==> src/rtl/core/rbsi_pkg.sv <==
package rbsi_pkg;

  localparam int unsigned NumAxes  = 3;
  localparam int unsigned NumLanes = 2 * NumAxes;
  localparam int unsigned QuoW     = 33;
  localparam int unsigned NumCells = QuoW;
  localparam int unsigned DivW     = 49;
  localparam int unsigned HighW    = DivW - QuoW;

  localparam logic signed [31:0] IntMin = 32'sh8000_0000;
  localparam logic signed [31:0] IntMax = 32'sh7fff_ffff;

  localparam logic [0:0] RegThreshold = 1'b0;

  typedef struct packed {
    logic signed [31:0] origin_x;
    logic signed [31:0] origin_y;
    logic signed [31:0] origin_z;
    logic signed [31:0] direction_x;
    logic signed [31:0] direction_y;
    logic signed [31:0] direction_z;
    logic signed [31:0] box_min_x;
    logic signed [31:0] box_min_y;
    logic signed [31:0] box_min_z;
    logic signed [31:0] box_max_x;
    logic signed [31:0] box_max_y;
    logic signed [31:0] box_max_z;
  } ray_t;

  typedef struct packed {
    logic               hit;
    logic signed [31:0] t_enter;
    logic signed [31:0] t_leave;
  } res_t;

  // One divider lane as it moves through the cell row.
  typedef struct packed {
    logic [31:0]     rem;
    logic [QuoW-1:0] low;
    logic [QuoW-1:0] quo;
    logic [31:0]     den;
    logic            neg;
    logic            ovf;
  } lane_t;

  // Per-item control that travels alongside the lanes.
  typedef struct packed {
    logic               valid;
    logic [NumAxes-1:0] active;
    logic [NumAxes-1:0] in_slab;
  } side_t;

endpackage

==> src/rtl/core/rbsi_div_cell.sv <==
module rbsi_div_cell
  import rbsi_pkg::*;
(
  input  logic  clk_i,
  input  lane_t lane_i,
  output lane_t lane_o
);

  logic [32:0] trial;
  lane_t       lane_d;
  lane_t       lane_q;

  // One restoring step: bring in the next dividend bit and try a subtract.
  always_comb begin
    trial  = {lane_i.rem, lane_i.low[QuoW-1]};
    lane_d = lane_i;
    lane_d.low = {lane_i.low[QuoW-2:0], 1'b0};
    if (trial >= {1'b0, lane_i.den}) begin
      lane_d.rem = 32'(trial - {1'b0, lane_i.den});
      lane_d.quo = {lane_i.quo[QuoW-2:0], 1'b1};
    end else begin
      lane_d.rem = trial[31:0];
      lane_d.quo = {lane_i.quo[QuoW-2:0], 1'b0};
    end
  end

  always_ff @(posedge clk_i) begin
    lane_q <= lane_d;
  end

  assign lane_o = lane_q;

endmodule

==> config.mk <==
export PLATFORM = sky130hd
export DESIGN_NAME = rbsi_div_cell
export DESIGN_NICKNAME = d
export VERILOG_FILES = /design/src/rtl/core/rbsi_pkg.sv /design/src/rtl/core/rbsi_div_cell.sv
export SDC_FILE = /design/constraint.sdc
export NUM_CORES = 1
export LEC_CHECK = 0
export ABC_AREA = 1
export BUFFER_PORTS_ARGS = -buffer_cell sky130_fd_sc_hd__buf_2
export CAP_MARGIN = 5
export CORE_UTILIZATION = 51
export DETAILED_ROUTE_END_ITERATION = 10
export HOLD_SLACK_MARGIN = 0.06
export PLACE_DENSITY = 0.85
export SETUP_SLACK_MARGIN = 0.1
export SLEW_MARGIN = 20
export SYNTH_ARGS = -nofsm -noshare
export SYNTH_HDL_FRONTEND = slang
export SYNTH_SLANG_ARGS = --single-unit
==> constraint.sdc <==
create_clock -name clk_i -period 4.07 [get_ports clk_i]
set_clock_uncertainty 0.1 [all_clocks]
set_input_delay 0.6105 -clock clk_i [delete_from_list [all_inputs] [get_ports clk_i]]
set_output_delay 0.6105 -clock clk_i [all_outputs]
set_load 0.03 [all_outputs]
==> metrics.md <==
| Metric | Value |
|---|---|
| Total gr overflow | 0 |
| Longest individual stage delay on the worst path | 0.35 ns |
| Sequential-to-total area share from yosys stat | ~45% |
| Core box area | 11000 µm² |
| Number of synthesized flops with an enable pin | 0 |
| Starting DRT DRC Count | around 310 |
| Yosys Warn Count | 0 |
| Top cell type's share of synthesized area | 45.0% |
| Leakage power figure | 4.60 nW |
| Ports placed on the boundary | 265 |
| Cell type with the largest total area after synthesis | sky130_fd_sc_hd__dfxtp_1 |
| Cell with the biggest individual delay on the critical path | sky130_fd_sc_hd__ha_1 |
| Mean instance size in the synthesized netlist | approximately 7.4 µm² |
| Number of antenna violations at the first check in global routing | 1 |
| Final Cycle Share | between 60% and 70% |
| Count of mapped cells out of synthesis | between 700 and 800 |
| Outcome | completed |
| Non-filler cells in the finished layout | 1209 |
| Starting density of the core | between 50% and 60% |
| Cell-by-cell trace of the critical path | buf_2 -> inv_1 -> ha_1 -> nand2_1 -> nand2_1 -> nand2_1 -> nand2_1 -> inv_2 -> nand3_2 -> nand2_2 -> nand2_2 -> nand2_4 -> nand2_8 -> nand2_1 -> nand2_1 |
| Critical path buffer and inverter count | 3 |
| Share of synthesized registers carrying an async set or reset | 0% |
| Global-route wire length before repair | 26000 µm |
| Largest delay share family, worst path | simple AND/OR/NAND/NOR gates |
| Detail Placement HPWL | 13500 µm |
| Clk Tree Root Cell | sky130_fd_sc_hd__clkbuf_16 |
| Clock Path Buffers | 2 |
| Routed length per instance | 14.3 µm |
| Post-Place Cells | 1177 |
| Total negative slack | 0 ns |
| Number of buffers created by CTS | 17 |
| Input/output buffers | 262 |
| Nets@finish | around 1200 |
| Flip-flop count of the largest register after layout | ~130 |
| Detailed Routing Iterations Pass 1 | 5 |
| Most area-consuming cells after synthesis | sky130_fd_sc_hd__dfxtp_1 45%, sky130_fd_sc_hd__nand2_1 18%, sky130_fd_sc_hd__inv_1 9.6%, sky130_fd_sc_hd__ha_1 6.9%, sky130_fd_sc_hd__nand3_1 4.5% |
| Distinct cell type count of the synthesized netlist | 31 |
| Smallest hold slack | 0.188 ns |
| Clock tree from TritonCTS | yes |
| Post-layout min period | 2.49 ns |
| Post-CTS repair timing setup buffer count | 0 |
| Overall die area | roughly 12000 µm² |
| Number of pins with negative max-slew slack in the final report | 0 |
| Number of filler cells placed in the layout | 913 |
| Via density per instance | 4.65 |
| Path class of the lowest-slack min-delay path | in2reg |
| ANT nets after route | 0 |
| RePlAce Congestion | 0.854 |
| Peak clock frequency supported by timing | 402 MHz |
| Number of max-cap violations | 0 |
| Sort of element at the end of the critical path | flip-flop |
| CTS H-tree lvls | 4 |
| Width of the die | about 110 µm |
| Overall routed net length | around 17000 µm |
| Worst Setup Path Type | in2reg |
| Number of hold violations in the final report | 0 |
| Mapped cell area | 5830 µm² |
| Proportion of layout cells with a drive suffix above 1 | 30.4% |
| Total track usage | roughly 30% |
| Count of endpoints failing setup in the final report | 0 |
| Diode insertion count for antenna repair | 0 |
| Power Dens Cells | 497 nW/µm² |
| Clk sink count | between 100 and 150 |
| Data required time of the worst path | about 4.3 ns |
| Worst setup SP type | input pin |
| CTS clock-pin slew for the worst setup and hold paths | around 0.060 ns |
| Via count of the first global-routing pass | between 5000 and 6000 |
| Post-CTS sizing | 0 |
| Die extent in y | 109 µm |
| Number of synthesized register bits | 131 |
| Synth-to-Final Area Change | 34.6% |
| Hold buffer count at CTS | 0 |
| Number of rows in the core area | 38 |
| RSZ-0062 raised after global routing | false |
| Crit-path most repeated cell | sky130_fd_sc_hd__nand2_1 |
| Largest net degree at the start of global routing | 36 |
| # DRC | 0 |
| VDD IR max | just under 0.5 mV |
| Via count of the routed design | 5622 |
| Flip-flop cell with the highest count after synthesis | sky130_fd_sc_hd__dfxtp_1 |
| Synth Net Count | 951 |
| Data arrival time of the worst path | about 2.7 ns |
| CP Max Fanout | 35 |
==> layer usage <==
metal  vias to the layer above  GRT usage [%]  routed length (µm)
li1                       2914              -                   -
met1                      2482           34.4                7210
met2                       203           50.9                8340
met3                        21           9.32                1340
met4                         2           10.5                 350
met5                         -              0                  18
==> where the power goes <==
| part | internal (mW) | switching, mW |
|---|---|---|
| Clock | 1.00 | 0.574 |
| Sequential | 1.40 | 0.0261 |
| Combinational | 0.278 | 0.616 |
==> final timing paths <==
kind / from / endpoint / slack [ns] / cells after the start
worst min-delay path: lane_i[78] / lane_o[79]$_DFF_P_ / 0.19 / 1
worst max-delay path: lane_i[8] / lane_o[108]$_DFF_P_ / 1.58 / 15
==> cells in the mapped netlist (all sizes together), types with 2 or more instances <==
cell type	n
a21oi	21
and2	8
buf	11
dfxtp	131
ha	32
inv	152
nand2	282
nand3	68
nand3b	10
nand4	2
nor2	40
nor3	8
o21ai	2
xor2	13
==> through the flow <==
| stage | power (mW) | setup WS [ns] | cell area, µm² | utilization [%] |
|---|---|---|---|---|
| after floorplan | 2.06 | 1.90 | 5830 | - |
| after global placement | 2.32 | 1.19 | 7230 | 65.9 |
| after detailed placement | 2.34 | 1.16 | 7230 | 65.9 |
| after CTS | 3.91 | 1.60 | 7840 | 71.4 |
| after global routing | 4.06 | 1.37 | 7840 | 71.4 |
| final | 3.89 | 1.58 | 7840 | 71.4 |
==> layout make-up <==
| class | instances | area (µm²) | share of cell area, % |
|---|---|---|---|
| clock buffers | 22 | 464 | 5.92 |
| clock inverters | 10 | 146 | 1.87 |
| inverters | 152 | 571 | 7.27 |
| multi-input cells | 491 | 2550 | 32.5 |
| flip-flops and latches | 131 | 2620 | 33.4 |
| well taps | 140 | 175 | 2.23 |
| repair buffers | 263 | 1320 | 16.8 |
==> cell usage in the layout, fill, tap and decap left out, types with 4 or more instances in the layout <==
master                      synthesis  layout
sky130_fd_sc_hd__a21oi_1           21      21
sky130_fd_sc_hd__and2_1             8       8
sky130_fd_sc_hd__buf_2              7     262
sky130_fd_sc_hd__clkbuf_16          0      17
sky130_fd_sc_hd__dfxtp_1          131     131
sky130_fd_sc_hd__ha_1              32      32
sky130_fd_sc_hd__inv_1            149     149
sky130_fd_sc_hd__nand2_1          276     276
sky130_fd_sc_hd__nand2_2            4       4
sky130_fd_sc_hd__nand3_1           52      52
sky130_fd_sc_hd__nand3_2           16      16
sky130_fd_sc_hd__nand3b_1          10      10
sky130_fd_sc_hd__nor2_1            34      34
sky130_fd_sc_hd__nor2_2             5       5
sky130_fd_sc_hd__nor3_1             6       6
sky130_fd_sc_hd__xor2_1            13      13
==> cells by family (layout without fill, tap and decap cells) <==
group | count (synthesis) | after routing | synth area share (%)
buf+inv | 163 | 447 | 11.3
xor+xnor | 14 | 14 | 2.10
flops | 131 | 131 | 45.0
fa+ha+maj | 33 | 33 | 7.21
other cells | 1 | 1 | 0.0643
compound gates | 24 | 24 | 2.10
simple gates | 419 | 419 | 32.2
No activity file was read; power rests on OpenSTA's default activity.
