File: src/rtl/core/rbsi_pkg.sv
package rbsi_pkg;

  localparam int unsigned NumAxes  = 3;
  localparam int unsigned NumLanes = 2 * NumAxes;
  localparam int unsigned QuoW     = 33;
  localparam int unsigned NumCells = QuoW;
  localparam int unsigned DivW     = 49;
  localparam int unsigned HighW    = DivW - QuoW;

  localparam logic signed [31:0] IntMin = 32'sh8000_0000;
  localparam logic signed [31:0] IntMax = 32'sh7fff_ffff;

  localparam logic [0:0] RegThreshold = 1'b0;

  typedef struct packed {
    logic signed [31:0] origin_x;
    logic signed [31:0] origin_y;
    logic signed [31:0] origin_z;
    logic signed [31:0] direction_x;
    logic signed [31:0] direction_y;
    logic signed [31:0] direction_z;
    logic signed [31:0] box_min_x;
    logic signed [31:0] box_min_y;
    logic signed [31:0] box_min_z;
    logic signed [31:0] box_max_x;
    logic signed [31:0] box_max_y;
    logic signed [31:0] box_max_z;
  } ray_t;

  typedef struct packed {
    logic               hit;
    logic signed [31:0] t_enter;
    logic signed [31:0] t_leave;
  } res_t;

  // One divider lane as it moves through the cell row.
  typedef struct packed {
    logic [31:0]     rem;
    logic [QuoW-1:0] low;
    logic [QuoW-1:0] quo;
    logic [31:0]     den;
    logic            neg;
    logic            ovf;
  } lane_t;

  // Per-item control that travels alongside the lanes.
  typedef struct packed {
    logic               valid;
    logic [NumAxes-1:0] active;
    logic [NumAxes-1:0] in_slab;
  } side_t;

endpackage

File: src/rtl/core/rbsi_combine.sv
module rbsi_combine
  import rbsi_pkg::*;
(
  input  logic  clk_i,
  input  logic  rst_ni,
  input  lane_t lane_i [NumLanes],
  input  side_t side_i,
  output logic  valid_o,
  output res_t  res_o
);

  logic signed [31:0] sat      [NumLanes];
  logic signed [31:0] ent_d    [NumAxes];
  logic signed [31:0] lev_d    [NumAxes];
  logic signed [31:0] ent_q    [NumAxes];
  logic signed [31:0] lev_q    [NumAxes];
  logic               ok_d, ok_q, va_q, valid_q;
  logic signed [31:0] te, tl;
  res_t               res_d, res_q;

  always_comb begin
    for (int l = 0; l < NumLanes; l++) begin
      if (lane_i[l].neg) begin
        if (lane_i[l].ovf || lane_i[l].quo >= 33'h0_8000_0000) begin
          sat[l] = IntMin;
        end else begin
          sat[l] = 32'(-$signed({1'b0, lane_i[l].quo}));
        end
      end else begin
        if (lane_i[l].ovf || lane_i[l].quo > 33'h0_7fff_ffff) begin
          sat[l] = IntMax;
        end else begin
          sat[l] = $signed(lane_i[l].quo[31:0]);
        end
      end
    end
    for (int a = 0; a < NumAxes; a++) begin
      if (!side_i.active[a]) begin
        ent_d[a] = IntMin;
        lev_d[a] = IntMax;
      end else if (sat[2*a] < sat[2*a+1]) begin
        ent_d[a] = sat[2*a];
        lev_d[a] = sat[2*a+1];
      end else begin
        ent_d[a] = sat[2*a+1];
        lev_d[a] = sat[2*a];
      end
    end
    ok_d = &(side_i.active | side_i.in_slab);
  end

  always_ff @(posedge clk_i) begin
    ent_q <= ent_d;
    lev_q <= lev_d;
    ok_q  <= ok_d;
  end

  always_comb begin
    te = ent_q[0];
    tl = lev_q[0];
    for (int a = 1; a < NumAxes; a++) begin
      if (ent_q[a] > te) te = ent_q[a];
      if (lev_q[a] < tl) tl = lev_q[a];
    end
    if (ok_q && te < tl) begin
      res_d.hit     = 1'b1;
      res_d.t_enter = te;
      res_d.t_leave = tl;
    end else begin
      res_d.hit     = 1'b0;
      res_d.t_enter = '0;
      res_d.t_leave = '0;
    end
  end

  always_ff @(posedge clk_i or negedge rst_ni) begin
    if (!rst_ni) begin
      va_q    <= 1'b0;
      valid_q <= 1'b0;
    end else begin
      va_q    <= side_i.valid;
      valid_q <= va_q;
    end
  end

  always_ff @(posedge clk_i) begin
    res_q <= res_d;
  end

  assign valid_o = valid_q;
  assign res_o   = res_q;

endmodule

File: config.mk
export PLATFORM = sky130hd
export DESIGN_NAME = rbsi_combine
export DESIGN_NICKNAME = d
export VERILOG_FILES = /design/src/rtl/core/rbsi_pkg.sv /design/src/rtl/core/rbsi_combine.sv
export SDC_FILE = /design/constraint.sdc
export NUM_CORES = 1
export LEC_CHECK = 0
export BUFFER_PORTS_ARGS = -buffer_cell sky130_fd_sc_hd__clkbuf_2
export CORE_AREA = 2 2 341 343
export DETAILED_ROUTE_END_ITERATION = 16
export DIE_AREA = 0 0 343 345
export HOLD_SLACK_MARGIN = 0.03
export PLACE_DENSITY = 0.49
export SLEW_MARGIN = 20
export SYNTH_ARGS = -nofsm -noshare
export SYNTH_HDL_FRONTEND = slang
export SYNTH_SLANG_ARGS = --single-unit
export TNS_END_PERCENT = 30
File: constraint.sdc
create_clock -name clk_i -period 18.1 [get_ports clk_i]
set_clock_uncertainty 0.2 [all_clocks]
set_input_delay 0.905 -clock clk_i [delete_from_list [all_inputs] [get_ports clk_i]]
set_output_delay 0.905 -clock clk_i [all_outputs]
set_load 0.05 [all_outputs]
==> results_dict.tcl <==
set metrics [dict create \
    outcome "finished clean" \
    holdPathStages 0 \
    met3_length_microns 6390 \
    synth-main-ff-cell "dfxtp_1" \
    via_count 26600 \
    worstSetupPathType "flop to flop" \
    final_common_cell "clkbuf_2" \
    slowest_stage "buf_4" \
    synth_cell_types 90 \
    place.gp.congestion 0.940 \
    antenna_left 0 \
    fill_cells 12800 \
    rsz0062_at_grt "false" \
    dr.pass1.iters 6 \
    yosysWarnings 0 \
    seq_area_sq_mm 0.00522 \
    cp.arrival_ns 11.06 \
    worst-r2r-setup-slack_ns 7.27 \
    yosysSeqAreaShare 0.209 \
    crit_required_ns 18.33 \
    clkSinkCount 260 \
    worstHoldStart "va_q" \
    slew_headroom 0.241 \
    drv_slew 0 \
    finalSetupViolCount 0 \
    power.leakage_nw 12.6 \
    start_util 0.217 \
    final_area_sq_mm 0.0289 \
    drt_iter0_drc 2740 \
    track_usage 0.177 \
    portBuffers 284 \
    grt_pass1_wl_microns 160000 \
    cts_buffer_depth 3 \
    wl_met2_microns 53000 \
    routed_wl_microns 110000 \
    dp_slack_ns 7.31 \
    hp-class "flop to flop" \
    grt_max_degree 95 \
    highest_layer "met5" \
    synth_edf_count 0 \
    r2r_start "ent_q[67]" \
    worst_pin_slew_ns 1.12 \
    peakVddDrop_mv 0.196 \
    avgSynthCellArea_sq_um 7.41 \
    async_reset_ff_frac 0.00769 \
    drt-met1-wl_microns 46600 \
    ioPinCount 867 \
    max_stage_delay_ns 0.86 \
    cp_max_fo 55 \
    drive_above_1_share 0.126 \
    clkLatencyLatePin_ns 0.60 \
    grt_pass1_vias 24200 \
    finalCritPeriodShare 0.598 \
    cap_violations 0 \
    tritoncts "done" \
    netlist_instances 3367 \
    critPathCaptureType "flop" \
    via_per_inst 5.27 \
    setup.worst_path.start "ent_q[67]" \
    clk_pin_slew_ns 0.06 \
    cts_root_buffer "clkbuf_16" \
    tns_ns 0 \
    htree_num_levels 1 \
    finalCriticalPeriod_ns 10.83 \
    crit_top_cell "a21o_1" \
    power_density_mw_per_mm2 130 \
    die_h_microns 345 \
    core_sq_mm 0.115 \
    multi_input_area_sq_mm 0.0183 \
    r2r-end "res_o[9]" \
    final_hold_viol_count 0 \
    syn_to_final_growth_pct 15.9 \
    cts_buffers 30 \
    synth_seq_cells 260 \
    timing.final.ws_setup_ns 7.27 \
    synthesis.area_sq_mm 0.0249 \
    max_freq_mhz 92.3 \
    drc 0 \
    wire_per_inst_microns 21.7 \
    cts_resized 0 \
    rows 125 \
    dieArea_sq_mm 0.118 \
    dp_hpwl_microns 88800 \
    antenna_found_initial 4 \
    hold_slack_ns 0.158 \
    final_nets 4563 \
    overflow 0 \
    synth_nets 4430 \
    start_kind "flop" \
    die_x_microns 343 \
    place_area_sq_mm 0.0278 \
    crit_path_end "res_o[9]" \
    final_cell_mix "clkbuf_2 (284), nand2_1 (273), ha_1 (262)" \
    reg2reg_depth 32 \
]
critical path: cells and delay by family, from the launching register on:
| kind | cells | cell delay [ns] |
|---|---|---|
| AO/OA/AOI/OAI | 21 | 6.31 |
| buffers and inverters | 3 | 1.21 |
| AND/OR/NAND/NOR | 4 | 0.98 |
| adder cells (fa/ha/maj) | 3 | 0.94 |
| multiplexers | 1 | 0.61 |
| flip-flops | 1 | 0.37 |
per-layer routing:
metal,up-vias,global-route usage
met4,8,0.0507
met1,12600,0.231
met5,-,0
met2,921,0.303
met3,155,0.0228
li1,12900,-
power by group:
| part | switching (mW) | total, mW | leakage (nW) | internal (mW) |
|---|---|---|---|---|
| Combinational | 1.57 | 2.37 | 9.90 | 0.799 |
| Clock | 0.257 | 0.620 | 0.496 | 0.363 |
| Sequential | 0.0795 | 0.762 | 2.17 | 0.683 |
| Total | 1.91 | 3.75 | 12.6 | 1.85 |
worst min path at each step:
stage / end / slack (ns)
after floorplan: valid_o / 0.13
after global placement: valid_o / 0.14
after detailed placement: valid_o / 0.15
after CTS: valid_o / 0.16
after global routing: valid_o / 0.18
final: valid_o / 0.16
kinds of logic after synthesis:
family | synth area share
fa+ha+maj | 0.131
compound gates | 0.242
flops | 0.209
simple gates | 0.288
buf+inv | 0.0610
xor+xnor | 0.00176
mux | 0.0668
final cells by class:
type                       instances  area share
inverter                         159      0.0206
tap                             1524      0.0660
clock buffer                      36      0.0278
timing repair buffer             337      0.0634
multi-input combinational       2712       0.634
clock inverter                    19     0.00753
sequential                       260       0.180
antenna                            1   0.0000866
sequential cells by signal, indices dropped and copies added, names as in the netlist:
register	count
ok_q	1
lev_q	96
ent_q	96
valid_o	1
va_q	1
res_o	65
synthesized netlist by cell type (70+ instances only):
library cell | number | area share
a21o_1 | 126 | 0.038
a21oi_1 | 164 | 0.033
clkbuf_1 | 203 | 0.031
dfxtp_1 | 258 | 0.21
ha_1 | 262 | 0.13
inv_1 | 157 | 0.024
mux2i_1 | 162 | 0.065
nand2_1 | 274 | 0.041
nand3_1 | 251 | 0.050
nand4_1 | 98 | 0.025
nor2_1 | 214 | 0.032
nor3_1 | 185 | 0.037
o21ai_0 | 229 | 0.046
or3_1 | 70 | 0.018
metrics by stage:
| stage | power [mW] | utilization | instances |
|---|---|---|---|
| final | 3.75 | 0.251 | 5048 |
| after global routing | 3.98 | 0.251 | 5047 |
| after CTS | 3.76 | 0.251 | 5046 |
| after detailed placement | 3.13 | 0.242 | 4990 |
| after global placement | 3.12 | 0.242 | 4990 |
| after floorplan | 2.34 | - | 3367 |
repair_timing:
item,in CTS,in global routing
hold endpoints to repair,2,0
hold buffers,1,0
setup buffers,0,0
(Power assumes the default switching activity.)
